<file path="config.mk">
export PLATFORM = sky130hd
export DESIGN_NAME = stepped_ramp_generator_flat
export DESIGN_NICKNAME = d
export VERILOG_FILES = /design/src/hw/rtl/srg_pkg.sv /design/src/hw/rtl/srg_in_if.sv /design/src/hw/rtl/srg_out_if.sv /design/src/hw/rtl/srg_cfg_if.sv /design/src/hw/rtl/srg_cfg.sv /design/src/hw/rtl/srg_step.sv /design/src/hw/rtl/stepped_ramp_generator.sv /design/src/flat_wrapper.sv
export SDC_FILE = /design/constraint.sdc
export NUM_CORES = 1
export LEC_CHECK = 0
export BUFFER_PORTS_ARGS = -buffer_cell sky130_fd_sc_hd__buf_2
export CAP_MARGIN = 10
export CORE_ASPECT_RATIO = 0.7
export CORE_MARGIN = 4
export CORE_UTILIZATION = 62
export DETAILED_ROUTE_END_ITERATION = 10
export GPL_ROUTABILITY_DRIVEN = 0
export PLACE_DENSITY = 0.81
export SETUP_SLACK_MARGIN = 0.4
export SYNTH_ARGS = -nofsm -noshare
export SYNTH_HDL_FRONTEND = slang
export SYNTH_SLANG_ARGS = --single-unit
</file>
<file path="constraint.sdc">
create_clock -name clk -period 7.72 [get_ports clk]
set_input_delay 0.386 -clock clk [delete_from_list [all_inputs] [get_ports clk]]
set_output_delay 0.386 -clock clk [all_outputs]
set_load 0.02 [all_outputs]
</file>
<file path="src/hw/rtl/srg_pkg.sv">
package srg_pkg;

  // Command codes carried by an input request.
  localparam logic [1:0] CMD_TICK  = 2'd0;
  localparam logic [1:0] CMD_START = 2'd1;
  localparam logic [1:0] CMD_STEP  = 2'd2;

  // Result kinds.
  localparam logic EVT_STEP   = 1'b0;
  localparam logic EVT_PERIOD = 1'b1;

  // Configuration register indexes.
  localparam int unsigned CFG_INDEX_WIDTH = 3;
  localparam logic [CFG_INDEX_WIDTH-1:0] REG_RAMP_START = 3'd0;
  localparam logic [CFG_INDEX_WIDTH-1:0] REG_RAMP_END   = 3'd1;
  localparam logic [CFG_INDEX_WIDTH-1:0] REG_STEP_SIZE  = 3'd2;
  localparam logic [CFG_INDEX_WIDTH-1:0] REG_TICK_DELAY = 3'd3;
  localparam logic [CFG_INDEX_WIDTH-1:0] REG_STEP_MODE  = 3'd4;

  // Reset values, cut down to the configured widths where they are used.
  localparam logic [63:0] RAMP_START_RST = 64'd0;
  localparam logic [63:0] RAMP_END_RST   = 64'd229376;  // 3.5 in Q16.16
  localparam logic [63:0] STEP_SIZE_RST  = 64'd6554;    // about 0.1 in Q16.16
  localparam logic [63:0] TICK_DELAY_RST = 64'd250;
  localparam logic        STEP_MODE_RST  = 1'b0;

  // One input request as held in the input register.
  typedef struct packed {
    logic [1:0] cmd;
    logic       trigger_level;
  } item_t;

endpackage

</file>
<file path="src/hw/rtl/srg_in_if.sv">
interface srg_in_if;
  logic       valid;
  logic       ready;
  logic [1:0] cmd;
  logic       trigger_level;

  modport source (output valid, output cmd, output trigger_level, input ready);
  modport sink   (input valid, input cmd, input trigger_level, output ready);
endinterface

</file>
<file path="src/hw/rtl/srg_out_if.sv">
interface srg_out_if #(
  parameter int unsigned VALUE_WIDTH = 32
);
  logic                          valid;
  logic                          ready;
  logic signed [VALUE_WIDTH-1:0] ramp_value;
  logic                          event_kind;

  modport source (output valid, output ramp_value, output event_kind, input ready);
  modport sink   (input valid, input ramp_value, input event_kind, output ready);
endinterface

</file>
<file path="src/hw/rtl/srg_cfg_if.sv">
interface srg_cfg_if #(
  parameter int unsigned DATA_WIDTH = 32
);
  logic                  valid;
  logic                  ready;
  logic [2:0]            index;
  logic [DATA_WIDTH-1:0] data;

  modport source (output valid, output index, output data, input ready);
  modport sink   (input valid, input index, input data, output ready);
endinterface

</file>
<file path="src/hw/rtl/srg_cfg.sv">
module srg_cfg
  import srg_pkg::*;
#(
  parameter int unsigned VALUE_WIDTH = 32,
  parameter int unsigned DELAY_WIDTH = 24,
  parameter int unsigned DATA_WIDTH  = 32
) (
  input  logic                   clk,
  input  logic                   rst,
  srg_cfg_if.sink                cfg,
  output logic [VALUE_WIDTH-1:0] ramp_start,
  output logic [VALUE_WIDTH-1:0] ramp_end,
  output logic [VALUE_WIDTH-1:0] step_size,
  output logic [DELAY_WIDTH-1:0] tick_delay,
  output logic                   step_mode
);

  // Writes are always taken at once.
  assign cfg.ready = 1'b1;

  always_ff @(posedge clk) begin
    if (rst) begin
      ramp_start <= RAMP_START_RST[VALUE_WIDTH-1:0];
      ramp_end   <= RAMP_END_RST[VALUE_WIDTH-1:0];
      step_size  <= STEP_SIZE_RST[VALUE_WIDTH-1:0];
      tick_delay <= TICK_DELAY_RST[DELAY_WIDTH-1:0];
      step_mode  <= STEP_MODE_RST;
    end else if (cfg.valid) begin
      case (cfg.index)
        REG_RAMP_START: ramp_start <= cfg.data[VALUE_WIDTH-1:0];
        REG_RAMP_END:   ramp_end   <= cfg.data[VALUE_WIDTH-1:0];
        REG_STEP_SIZE:  step_size  <= cfg.data[VALUE_WIDTH-1:0];
        REG_TICK_DELAY: tick_delay <= cfg.data[DELAY_WIDTH-1:0];
        REG_STEP_MODE:  step_mode  <= cfg.data[0];
        default: begin
        end
      endcase
    end
  end

endmodule

</file>
<file path="src/hw/rtl/srg_step.sv">
module srg_step
  import srg_pkg::*;
#(
  parameter int unsigned VALUE_WIDTH = 32,
  parameter int unsigned DELAY_WIDTH = 24
) (
  input  logic                   clk,
  input  logic                   rst,
  input  item_t                  item,
  input  logic                   advance,
  input  logic [VALUE_WIDTH-1:0] ramp_start,
  input  logic [VALUE_WIDTH-1:0] ramp_end,
  input  logic [VALUE_WIDTH-1:0] step_size,
  input  logic [DELAY_WIDTH-1:0] tick_delay,
  input  logic                   step_mode,
  output logic                   res_valid,
  output logic [VALUE_WIDTH-1:0] res_value,
  output logic                   res_kind
);

  localparam logic [VALUE_WIDTH-1:0] VALUE_MAX = {1'b0, {(VALUE_WIDTH-1){1'b1}}};
  localparam logic [VALUE_WIDTH-1:0] VALUE_MIN = {1'b1, {(VALUE_WIDTH-1){1'b0}}};

  logic [VALUE_WIDTH-1:0] current_value, current_value_next;
  logic                   timer_running, timer_running_next;
  logic [DELAY_WIDTH-1:0] delay_count, delay_count_next;

  logic [VALUE_WIDTH-1:0] base_value;
  logic                   descending;
  logic                   passed_end;
  logic                   step_pos;
  logic [VALUE_WIDTH-1:0] eff_step;
  logic [VALUE_WIDTH:0]   sum;
  logic [VALUE_WIDTH-1:0] sat_sum;
  logic                   do_fire;

  // A start request reloads the value before any step that it fires.
  assign base_value = (item.cmd == CMD_START) ? ramp_start : current_value;
  assign descending = $signed(ramp_end) < $signed(ramp_start);
  assign passed_end = descending ? ($signed(base_value) < $signed(ramp_end))
                                 : ($signed(ramp_end) < $signed(base_value));
  assign step_pos   = !step_size[VALUE_WIDTH-1] && (|step_size);
  assign eff_step   = (descending && step_pos) ? (~step_size + VALUE_WIDTH'(1)) : step_size;
  assign sum        = {base_value[VALUE_WIDTH-1], base_value}
                    + {eff_step[VALUE_WIDTH-1], eff_step};
  assign sat_sum    = (sum[VALUE_WIDTH] != sum[VALUE_WIDTH-1])
                    ? (sum[VALUE_WIDTH] ? VALUE_MIN : VALUE_MAX)
                    : sum[VALUE_WIDTH-1:0];

  always_comb begin
    current_value_next = current_value;
    timer_running_next = timer_running;
    delay_count_next   = delay_count;
    do_fire            = 1'b0;
    case (item.cmd)
      CMD_TICK: begin
        if (timer_running) begin
          if (delay_count <= DELAY_WIDTH'(1)) begin
            delay_count_next = tick_delay;
            do_fire          = 1'b1;
          end else begin
            delay_count_next = delay_count - DELAY_WIDTH'(1);
          end
        end
      end
      CMD_START: begin
        current_value_next = ramp_start;
        if (item.trigger_level) begin
          if (step_mode) begin
            do_fire = 1'b1;
          end else begin
            timer_running_next = 1'b1;
            delay_count_next   = tick_delay;
          end
        end
      end
      CMD_STEP: begin
        do_fire = item.trigger_level && step_mode;
      end
      default: begin
      end
    endcase

    res_valid = do_fire;
    res_value = '0;
    res_kind  = EVT_STEP;
    if (do_fire) begin
      if (passed_end) begin
        timer_running_next = 1'b0;
        res_kind           = EVT_PERIOD;
      end else begin
        res_value          = base_value;
        current_value_next = sat_sum;
      end
    end
  end

  always_ff @(posedge clk) begin
    if (rst) begin
      current_value <= '0;
      timer_running <= 1'b0;
      delay_count   <= '0;
    end else if (advance) begin
      current_value <= current_value_next;
      timer_running <= timer_running_next;
      delay_count   <= delay_count_next;
    end
  end

  // A finished period always stops the timer.
  assert property (@(posedge clk) disable iff (rst)
    advance && res_valid && (res_kind == EVT_PERIOD) |=> !timer_running)
    else $error("timer still running after period end");

  // A low start trigger only reloads the value.
  assert property (@(posedge clk) disable iff (rst)
    advance && (item.cmd == CMD_START) && !item.trigger_level
      |=> current_value == $past(ramp_start))
    else $error("start trigger did not reload the ramp value");

  // An idle timer never fires on a tick.
  assert property (@(posedge clk) disable iff (rst)
    (item.cmd == CMD_TICK) && !timer_running |-> !res_valid)
    else $error("tick fired with the timer stopped");

endmodule

</file>
<file path="src/hw/rtl/stepped_ramp_generator.sv">
// Staircase ramp source, signed Q16.16 values.
// Requests arrive on the items channel: a tick of the step timer, a start
// trigger or a step trigger, each with its trigger level. Results leave on
// the results channel as a ramp value with a step-done mark, or a
// period-done mark once the value has passed the end value. A request gives
// at most one result. The configuration channel writes the start value, end
// value, step width, step delay and step mode; it is always ready. The user
// must write it only while no request is in flight; the block itself does not enforce this.
// A request is registered in the input register when taken and worked from
// there by the ramp core, which loads its result into the output register.
// One request is taken per cycle while the output register is free or the
// held request gives no result.
// When the receiver stalls the result waits in the output register; a held
// request that gives no result still moves on, one that gives a result waits
// until the output register is free, and the input stalls behind it.
// Reset restores the configuration defaults, zeroes the ramp value, stops
// the timer and empties both registers.
module stepped_ramp_generator
  import srg_pkg::*;
#(
  parameter int unsigned VALUE_WIDTH = 32,
  parameter int unsigned DELAY_WIDTH = 24
) (
  input logic      clk,
  input logic      rst,
  srg_in_if.sink   items,
  srg_out_if.source results,
  srg_cfg_if.sink  cfg
);

  localparam int unsigned DATA_WIDTH = (VALUE_WIDTH > DELAY_WIDTH) ? VALUE_WIDTH : DELAY_WIDTH;

  // Configuration registers.
  logic [VALUE_WIDTH-1:0] ramp_start;
  logic [VALUE_WIDTH-1:0] ramp_end;
  logic [VALUE_WIDTH-1:0] step_size;
  logic [DELAY_WIDTH-1:0] tick_delay;
  logic                   step_mode;

  srg_cfg #(
    .VALUE_WIDTH (VALUE_WIDTH),
    .DELAY_WIDTH (DELAY_WIDTH),
    .DATA_WIDTH  (DATA_WIDTH)
  ) u_cfg (
    .clk        (clk),
    .rst        (rst),
    .cfg        (cfg),
    .ramp_start (ramp_start),
    .ramp_end   (ramp_end),
    .step_size  (step_size),
    .tick_delay (tick_delay),
    .step_mode  (step_mode)
  );

  // Input register: holds one request until the core has worked it.
  item_t item;
  logic  item_valid;

  // Output register.
  logic                   out_valid;
  logic [VALUE_WIDTH-1:0] out_value;
  logic                   out_kind;

  logic                   res_valid;
  logic [VALUE_WIDTH-1:0] res_value;
  logic                   res_kind;
  logic                   out_free;
  logic                   advance;

  assign out_free    = !out_valid || results.ready;
  // A request with no result need not wait for the output register.
  assign advance     = item_valid && (out_free || !res_valid);
  assign items.ready = !item_valid || advance;

  always_ff @(posedge clk) begin
    if (rst) begin
      item_valid <= 1'b0;
    end else if (items.ready) begin
      item_valid <= items.valid;
    end
  end

  always_ff @(posedge clk) begin
    if (items.ready && items.valid) begin
      item.cmd           <= items.cmd;
      item.trigger_level <= items.trigger_level;
    end
  end

  srg_step #(
    .VALUE_WIDTH (VALUE_WIDTH),
    .DELAY_WIDTH (DELAY_WIDTH)
  ) u_step (
    .clk        (clk),
    .rst        (rst),
    .item       (item),
    .advance    (advance),
    .ramp_start (ramp_start),
    .ramp_end   (ramp_end),
    .step_size  (step_size),
    .tick_delay (tick_delay),
    .step_mode  (step_mode),
    .res_valid  (res_valid),
    .res_value  (res_value),
    .res_kind   (res_kind)
  );

  always_ff @(posedge clk) begin
    if (rst) begin
      out_valid <= 1'b0;
    end else if (advance && res_valid) begin
      out_valid <= 1'b1;
    end else if (results.ready) begin
      out_valid <= 1'b0;
    end
  end

  always_ff @(posedge clk) begin
    if (advance && res_valid) begin
      out_value <= res_value;
      out_kind  <= res_kind;
    end
  end

  assign results.valid      = out_valid;
  assign results.ramp_value = out_value;
  assign results.event_kind = out_kind;

  // A period-done result carries a zero value.
  assert property (@(posedge clk) disable iff (rst)
    results.valid && (results.event_kind == EVT_PERIOD) |-> results.ramp_value == '0)
    else $error("period-done result with a non-zero value");

  // A result is only ever loaded by a request that the core has worked.
  assert property (@(posedge clk) disable iff (rst)
    $rose(out_valid) |-> $past(advance && res_valid))
    else $error("result appeared without a worked request");

  // The core never overwrites a result that is still waiting.
  assert property (@(posedge clk) disable iff (rst)
    advance && res_valid |-> out_free)
    else $error("waiting result overwritten");

endmodule
</file>
<file path="src/flat_wrapper.sv">
// flat-port wrapper written by rule: the top's interface ports become plain ports
module stepped_ramp_generator_flat import srg_pkg::*;
#(
  parameter int unsigned VALUE_WIDTH = 32,
  parameter int unsigned DELAY_WIDTH = 24
)
  (clk, rst, items_valid, items_cmd, items_trigger_level, items_ready, results_valid, results_ramp_value, results_event_kind, results_ready, cfg_valid, cfg_index, cfg_data, cfg_ready);
  srg_in_if items_i ();
  srg_out_if #(.VALUE_WIDTH(VALUE_WIDTH)) results_i ();
  srg_cfg_if cfg_i ();
  input logic clk;
  input logic rst;
  input wire logic [$bits(items_i.valid)-1:0] items_valid;
  input wire logic [$bits(items_i.cmd)-1:0] items_cmd;
  input wire logic [$bits(items_i.trigger_level)-1:0] items_trigger_level;
  output wire logic [$bits(items_i.ready)-1:0] items_ready;
  output wire logic [$bits(results_i.valid)-1:0] results_valid;
  output wire logic [$bits(results_i.ramp_value)-1:0] results_ramp_value;
  output wire logic [$bits(results_i.event_kind)-1:0] results_event_kind;
  input wire logic [$bits(results_i.ready)-1:0] results_ready;
  input wire logic [$bits(cfg_i.valid)-1:0] cfg_valid;
  input wire logic [$bits(cfg_i.index)-1:0] cfg_index;
  input wire logic [$bits(cfg_i.data)-1:0] cfg_data;
  output wire logic [$bits(cfg_i.ready)-1:0] cfg_ready;
  assign items_i.valid = items_valid;
  assign items_i.cmd = items_cmd;
  assign items_i.trigger_level = items_trigger_level;
  assign items_ready = items_i.ready;
  assign results_valid = results_i.valid;
  assign results_ramp_value = results_i.ramp_value;
  assign results_event_kind = results_i.event_kind;
  assign results_i.ready = results_ready;
  assign cfg_i.valid = cfg_valid;
  assign cfg_i.index = cfg_index;
  assign cfg_i.data = cfg_data;
  assign cfg_ready = cfg_i.ready;
  stepped_ramp_generator #(.VALUE_WIDTH(VALUE_WIDTH), .DELAY_WIDTH(DELAY_WIDTH)) u_core (.clk(clk), .rst(rst), .items(items_i), .results(results_i), .cfg(cfg_i));
endmodule
</file>
==> results of run 1 <==
-- worst register-to-register path, cell delays in order, from the launching register on --
cell and delay (ns):
dfxtp_1 0.35, inv_1 0.07, ha_1 0.30, and3_1 0.22, a31oi_1 0.15, o21ai_0 0.18, a2111oi_0 0.70, nand3_1 0.26
nand2_1 0.15, o211a_1 0.66, o21ai_0 0.25, xnor2_1 0.19, ha_1 0.42, nand2_1 0.15, or4_1 0.58, nor4_1 0.34
nor2_1 0.13, o31a_1 0.37, mux2i_2 0.15, buf_4 0.37, a211oi_1 0.19, nor4_1 0.45
-- registers in the layout, summed over array words and instances (netlist names) --
signal / cells
u_core.u_step.delay_count: 24
u_core.u_cfg.step_mode: 1
u_core.results.ramp_value: 32
u_core.item: 3
u_core.u_cfg.ramp_start: 32
u_core.results.event_kind: 1
u_core.results.valid: 1
u_core.u_step.current_value: 32
u_core.u_cfg.ramp_end: 32
u_core.item_valid: 1
u_core.u_cfg.step_size: 32
u_core.u_cfg.tick_delay: 24
u_core.u_step.timer_running: 1
-- metrics by stage --
stage,power [mW],utilization,hold WS [ns]
2_1_floorplan,1.88,-,0.433
4_1_cts,3.29,0.707,0.0343
3_3_place_gp,2.07,0.665,0.444
3_5_place_dp,2.09,0.665,0.447
5_1_grt,3.45,0.707,0.0303
6_report,3.30,0.707,0.0401
-- cells in the final DEF, fill, tap and decap left out, types with 6 or more instances in the layout --
cell       synthesis  routed
xor2_1            12      12
a22oi_1            7       7
o31ai_1           17      17
o211ai_1           9       9
buf_2              3      76
nand2b_1          12      12
nor2b_1           10       9
dfxtp_1          180     180
nor3_1            16      16
buf_4              1      16
edfxtp_1          36      36
mux2i_1           35      34
nand4_1           13      13
a211oi_1          40      40
nor2_1           131     128
ha_1              98      98
a21o_1            15      15
nand2_1          333     333
nor4_1            38      38
nand3_1           23      23
and3_1            33      33
inv_1             85      85
a21oi_1          198     198
a31oi_1            6       6
nand3b_1          19      19
clkbuf_16          0      26
or3_1             11      11
o21ai_0           58      57
xnor2_1           45      45
-- worst max-delay path by stage --
stage / end / depth (start not counted)
after floorplan: u_core.u_step.current_value[10]$_SDFFE_PP0P_ / 22
after global placement: u_core.u_step.current_value[5]$_SDFFE_PP0P_ / 19
after detailed placement: u_core.u_step.current_value[5]$_SDFFE_PP0P_ / 21
after CTS: u_core.u_step.current_value[5]$_SDFFE_PP0P_ / 21
after global routing: u_core.u_step.current_value[5]$_SDFFE_PP0P_ / 21
final: u_core.u_step.current_value[5]$_SDFFE_PP0P_ / 21
-- area by class of cell --
class / count / area, µm²
multi-input cells: 1255 / 7540
fillers: 1595 / 5910
repair buffers: 92 / 500
clock inverters: 8 / 126
flip-flops and latches: 216 / 4680
inverters: 85 / 319
well taps: 270 / 338
clock buffers: 32 / 703
-- routing by layer --
| metal | global-route usage | routed length, µm | part of all wire |
|---|---|---|---|
| met1 | 0.419 | 15500 | 0.42 |
| met2 | 0.485 | 16200 | 0.44 |
| met3 | 0.0517 | 3390 | 0.093 |
| met4 | 0.110 | 1470 | 0.040 |
| met5 | 0 | 0 | 0 |
-- cell families (layout without fill, tap and decap cells) --
group	count (synthesis)	in the layout	synth area share
buffers and inverters	182	217	0.0548
muxes	35	35	0.0272
other	1	1	0.000291
adders and majority gates	99	99	0.0967
AOI/OAI and AO/OA	401	401	0.186
and+or+nand+nor	662	662	0.233
DFF	216	216	0.363
xor gates and xnor gates	57	57	0.0387
-- power by group through the flow --
stage / logic [mW] / clock network, mW / registers (mW)
2_1_floorplan: 0.671 / 0 / 1.21
3_3_place_gp: 0.846 / 0 / 1.22
3_5_place_dp: 0.867 / 0 / 1.22
4_1_cts: 0.876 / 1.21 / 1.20
5_1_grt: 0.986 / 1.27 / 1.20
6_report: 0.897 / 1.21 / 1.20
==> impl_metrics.tcl, run 1 <==
set metrics [dict create \
    outcome "complete, no violations" \
    min_from "items_trigger_level" \
    peakVddDrop_mv 0.198 \
    comb_power_share 0.272 \
    grt_pass1_vias 11300 \
    io_buffer_count 77 \
    fin_setup_tns_ns 0 \
    cts_tree "done" \
    async_reset_ff_frac 0 \
    vias_per_cell 6.29 \
    grt_overflow 0 \
    grt.total_usage 0.303 \
    hold_violations 0 \
    cp_max_fo 31 \
    synth.area.top_cells "dfxtp_1 28%, nand2_1 9.7%, ha_1 9.5%" \
    cts-root-buf "clkbuf_16" \
    cp-startpoint "u_core.u_cfg.ramp_start[7]$_SDFFE_PP0P_" \
    area.growth.synth_to_final_pct 10.3 \
    ys_types 65 \
    ant_nets 0 \
    post-route-period-util 0.876 \
    synth-edff-count 36 \
    rrSetupSlack_ns 0.96 \
    cts_sinks 216 \
    hold_end "u_core.item[0]$_DFFE_PP_" \
    dieArea_um2 23200 \
    path_buf_inv 2 \
    critical_path_arrival_ns 7.13 \
    cts_buffer_depth 3 \
    yosys.cell_count.top_type "nand2_1" \
    seqPwrFrac 0.362 \
    powerDensity_nw_per_um2 232 \
    ys_ff_latch 216 \
    final_cells 1958 \
    synth_commonest_cells "333 x nand2_1, 198 x a21oi_1, 180 x dfxtp_1" \
    synth_cells 1653 \
    tightest_slew_ns 1.14 \
    die_x_um 180 \
    regToRegEndpoint "u_core.u_step.current_value[5]$_SDFFE_PP0P_" \
    routedWlPerCell_um 18.6 \
    post-cts-setup-buffers 0 \
    dr.pass1.iters 5 \
    antenna_found_initial 0 \
    nNetsFinal 1814 \
    cts_inserted_buffers 22 \
    synth_warnings 0 \
    post-route-cell-area_um2 14200 \
    fp.dieH_um 129 \
    synth_top_area_cell "dfxtp_1" \
    avgSynthCellArea_um2 7.80 \
    placed_area_um2 13400 \
    hp-class "input pin to flip-flop" \
    pwr-share-clk 0.366 \
    cp.required_ns 8.09 \
    worstSetupPathType "flip-flop to flip-flop" \
    p_switching_mw 1.08 \
    hold_buffers 0 \
    clk_latency_ns 0.52 \
    r2r_cells 21 \
    initial_core_util 0.641 \
    grt_max_degree 104 \
    synthFlopType "dfxtp_1" \
    netSwitchingFraction 0.326 \
    synth.top_cell.area_share 0.280 \
    grt_pass1_wl_um 58200 \
    crit_chain "inv_1 -> ha_1 -> and3_1 -> a31oi_1 -> o21ai_0 -> a2111oi_0 -> nand3_1 -> nand2_1 -> o211a_1 -> o21ai_0 -> xnor2_1 -> ha_1 -> nand2_1 -> or4_1 -> nor4_1 -> nor2_1 -> o31a_1 -> mux2i_2 -> buf_4 -> a211oi_1 -> nor4_1" \
    slew_violations 0 \
    pre_cts_ws_ns 1.30 \
    critical-path-max-stage-delay_ns 0.70 \
    cp-end-kind "flip-flop" \
    rsz0062_at_grt "false" \
    reg2reg_from "u_core.u_cfg.ramp_start[7]$_SDFFE_PP0P_" \
    vias 12300 \
    fin_crit_ns 6.76 \
    final_layout_size_suffix_gt1_frac 0.0871 \
    synth_area_um2 12900 \
    rows 43 \
    critPathTopFamily "compound AO/OA/AOI/OAI gates" \
    first_iter_violations 1416 \
    syn_nets 1795 \
    worstHoldPathCells 1 \
    cts_htree_levels 1 \
    core_area_um2 20100 \
    totalWireLength_um 36500 \
    placed_cells 1918 \
    ctsResizeCount 0 \
    slew_headroom 0.240 \
    ys_seq_area_frac 0.363 \
    leakagePower_nw 5.99 \
    ioPinCount 79 \
    fin_ws_ns 0.961 \
    n_antenna_cell 0 \
    critPathSlowestCell "a2111oi_0" \
    finClkSkew_ns 0.0122 \
    clkSlewWorstSetupHoldPaths_ns 0.07 \
    setup_viol 0 \
    drc 0 \
    fmax_mhz 148 \
    internal-power_mw 2.23 \
    cp-start-kind "flip-flop" \
    hpwl_um 25500 \
    max_cap_violations 0 \
]
(Power assumes the default switching activity.)
==> run 2, diff against run 1 <==
--- a/config.mk
+++ b/config.mk
@@ -10,6 +10,7 @@
 export CORE_ASPECT_RATIO = 0.7
 export CORE_MARGIN = 4
 export CORE_UTILIZATION = 62
+export CTS_BUF_LIST = sky130_fd_sc_hd__clkbuf_8
 export DETAILED_ROUTE_END_ITERATION = 10
 export GPL_ROUTABILITY_DRIVEN = 0
 export PLACE_DENSITY = 0.81
==> run 2 against run 1 <==
  * Worst setup slack better by 0.17 ns
  * Global-route usage shrank 0.42 points
  * Cell count rose by 0.92%
  * Clock skew up 0.014 ns
  * Hold slack improved by 0.018 ns
  * Via count up 0.25%
  * Critical path depth unchanged
  * Clock power down 23%
  * Die area stayed put
  * Sequential cell count did not move
  * Critical path type unchanged
  * Largest power group is now registers
  * Highest routed layer unchanged
==> impl_metrics.tcl, run 2 (synthesis results as in run 1) <==
set metrics [dict create \
    outcome "complete, no violations" \
    comb_power_share 0.295 \
    finClkSkew_ns 0.0258 \
    drc 0 \
    wl_met1_um 15400 \
    leakagePower_nw 5.96 \
    powerDensity_nw_per_um2 216 \
    cp.required_ns 8.13 \
    slew_headroom 0.267 \
    hpwl_um 25500 \
    dr.pass1.iters 7 \
    fmax_mhz 152 \
    cts_sinks 216 \
    worstSetupPathType "flip-flop to flip-flop" \
    placed_cells 1918 \
    dr_wl_met3_um 3430 \
    cp_max_fo 31 \
    layout_commonest_cell "nand2_1" \
    post-route-period-util 0.854 \
    netSwitchingFraction 0.349 \
    nFillCells 1658 \
    r2r_cells 21 \
    seq_area_um2 4680 \
    ant_nets 0 \
    antenna_found_initial 0 \
    clkSlewWorstSetupHoldPaths_ns 0.07 \
    rrSetupSlack_ns 1.13 \
    die_x_um 180 \
    grt_pass1_vias 11300 \
    final_layout_size_suffix_gt1_frac 0.0914 \
    internal-power_mw 1.97 \
    final_cells 1976 \
    rows 43 \
    critical_path_arrival_ns 7.00 \
    hp-class "input pin to flip-flop" \
    totalWireLength_um 35900 \
    grt_max_degree 104 \
    hold_violations 0 \
    worstHoldPathCells 1 \
    dieArea_um2 23200 \
    nNetsFinal 1827 \
    area.growth.synth_to_final_pct 8.80 \
    io_buffer_count 77 \
    first_iter_violations 1299 \
    n_antenna_cell 0 \
    ctsResizeCount 0 \
    slew_violations 0 \
    cts_inserted_buffers 35 \
    peakVddDrop_mv 0.161 \
    p_switching_mw 1.06 \
    multi_input_area_um2 7540 \
    cp-end-kind "flip-flop" \
    p_total_mw 3.03 \
    pwr-share-clk 0.309 \
    clk_latency_ns 0.53 \
    rsz0062_at_grt "false" \
    fp.dieH_um 129 \
    cts_htree_levels 2 \
    routedWlPerCell_um 18.2 \
    initial_core_util 0.641 \
    grt_pass1_wl_um 57400 \
    seqPwrFrac 0.396 \
    hold_buffers 0 \
    fin_setup_tns_ns 0 \
    fin_crit_ns 6.59 \
    vias_per_cell 6.25 \
    vias 12300 \
    cts_tree "done" \
    cts-root-buf "clkbuf_8" \
    grt.total_usage 0.299 \
    max_cap_violations 0 \
    grt_overflow 0 \
    top_layer "met4" \
    ioPinCount 79 \
    cp-start-kind "flip-flop" \
    core_area_um2 20100 \
    final_cell_mix "333 x nand2_1, 198 x a21oi_1, 180 x dfxtp_1" \
    wl_met2_um 15800 \
    post-cts-setup-buffers 0 \
    tightest_slew_ns 1.10 \
    cts_buffer_depth 3 \
    setup_viol 0 \
]
run 2: layout make-up:
type                    count  area share
clock buffers              41      0.0402
clock inverters            17     0.00517
inverters                  85      0.0228
multi-input cells        1255       0.538
flip-flops and latches    216       0.334
well taps                 270      0.0241
repair buffers             92      0.0357
run 2: worst paths after layout:
kind | start | end
worst max-delay path | u_core.u_cfg.ramp_start[11]$_SDFFE_PP0P_ | u_core.u_step.current_value[5]$_SDFFE_PP0P_
worst min-delay path | items_trigger_level | u_core.item[0]$_DFFE_PP_
worst max register to register | u_core.u_cfg.ramp_start[11]$_SDFFE_PP0P_ | u_core.u_step.current_value[5]$_SDFFE_PP0P_
worst min register to register | u_core.u_cfg.tick_delay[2]$_SDFFE_PP0P_ | u_core.u_cfg.tick_delay[2]$_SDFFE_PP0P_
run 2: through the flow:
step | area, µm² | utilization | hold WS, ns | setup WS (ns)
floorplan | 12900 | - | 0.433 | 2.24
global placement | 13400 | 0.665 | 0.444 | 1.54
detailed placement | 13400 | 0.665 | 0.447 | 1.30
CTS | 14000 | 0.697 | 0.0391 | 1.23
global route | 14000 | 0.697 | 0.0376 | 0.553
finish | 14000 | 0.697 | 0.0580 | 1.13
run 2: layer usage:
layer  GRT usage  up-vias
met5           0        -
met4       0.111        0
met3      0.0523      107
met2       0.479      625
met1       0.411     5750
li1            -     5859
run 2: power by group through the flow:
stage | sequential (mW) | clock, mW | combinational, mW
finish | 1.20 | 0.935 | 0.893
global route | 1.20 | 0.998 | 0.983
CTS | 1.20 | 0.947 | 0.872
detailed placement | 1.22 | 0 | 0.867
global placement | 1.22 | 0 | 0.846
floorplan | 1.21 | 0 | 0.671
run 2: worst max-delay path: stages (launching register included):
cell	delay [ns]
dfxtp_1	0.36
inv_1	0.05
ha_1	0.28
and4_1	0.22
a31oi_1	0.15
o21ai_0	0.18
a2111oi_0	0.68
nand3_1	0.24
nand2_1	0.15
o211a_1	0.66
o21ai_0	0.24
xnor2_1	0.19
ha_1	0.42
nand2_1	0.14
or4_1	0.58
nor4_1	0.36
nor2_1	0.13
o31a_1	0.37
mux2i_2	0.15
buf_4	0.36
a211oi_1	0.16
nor4_1	0.37
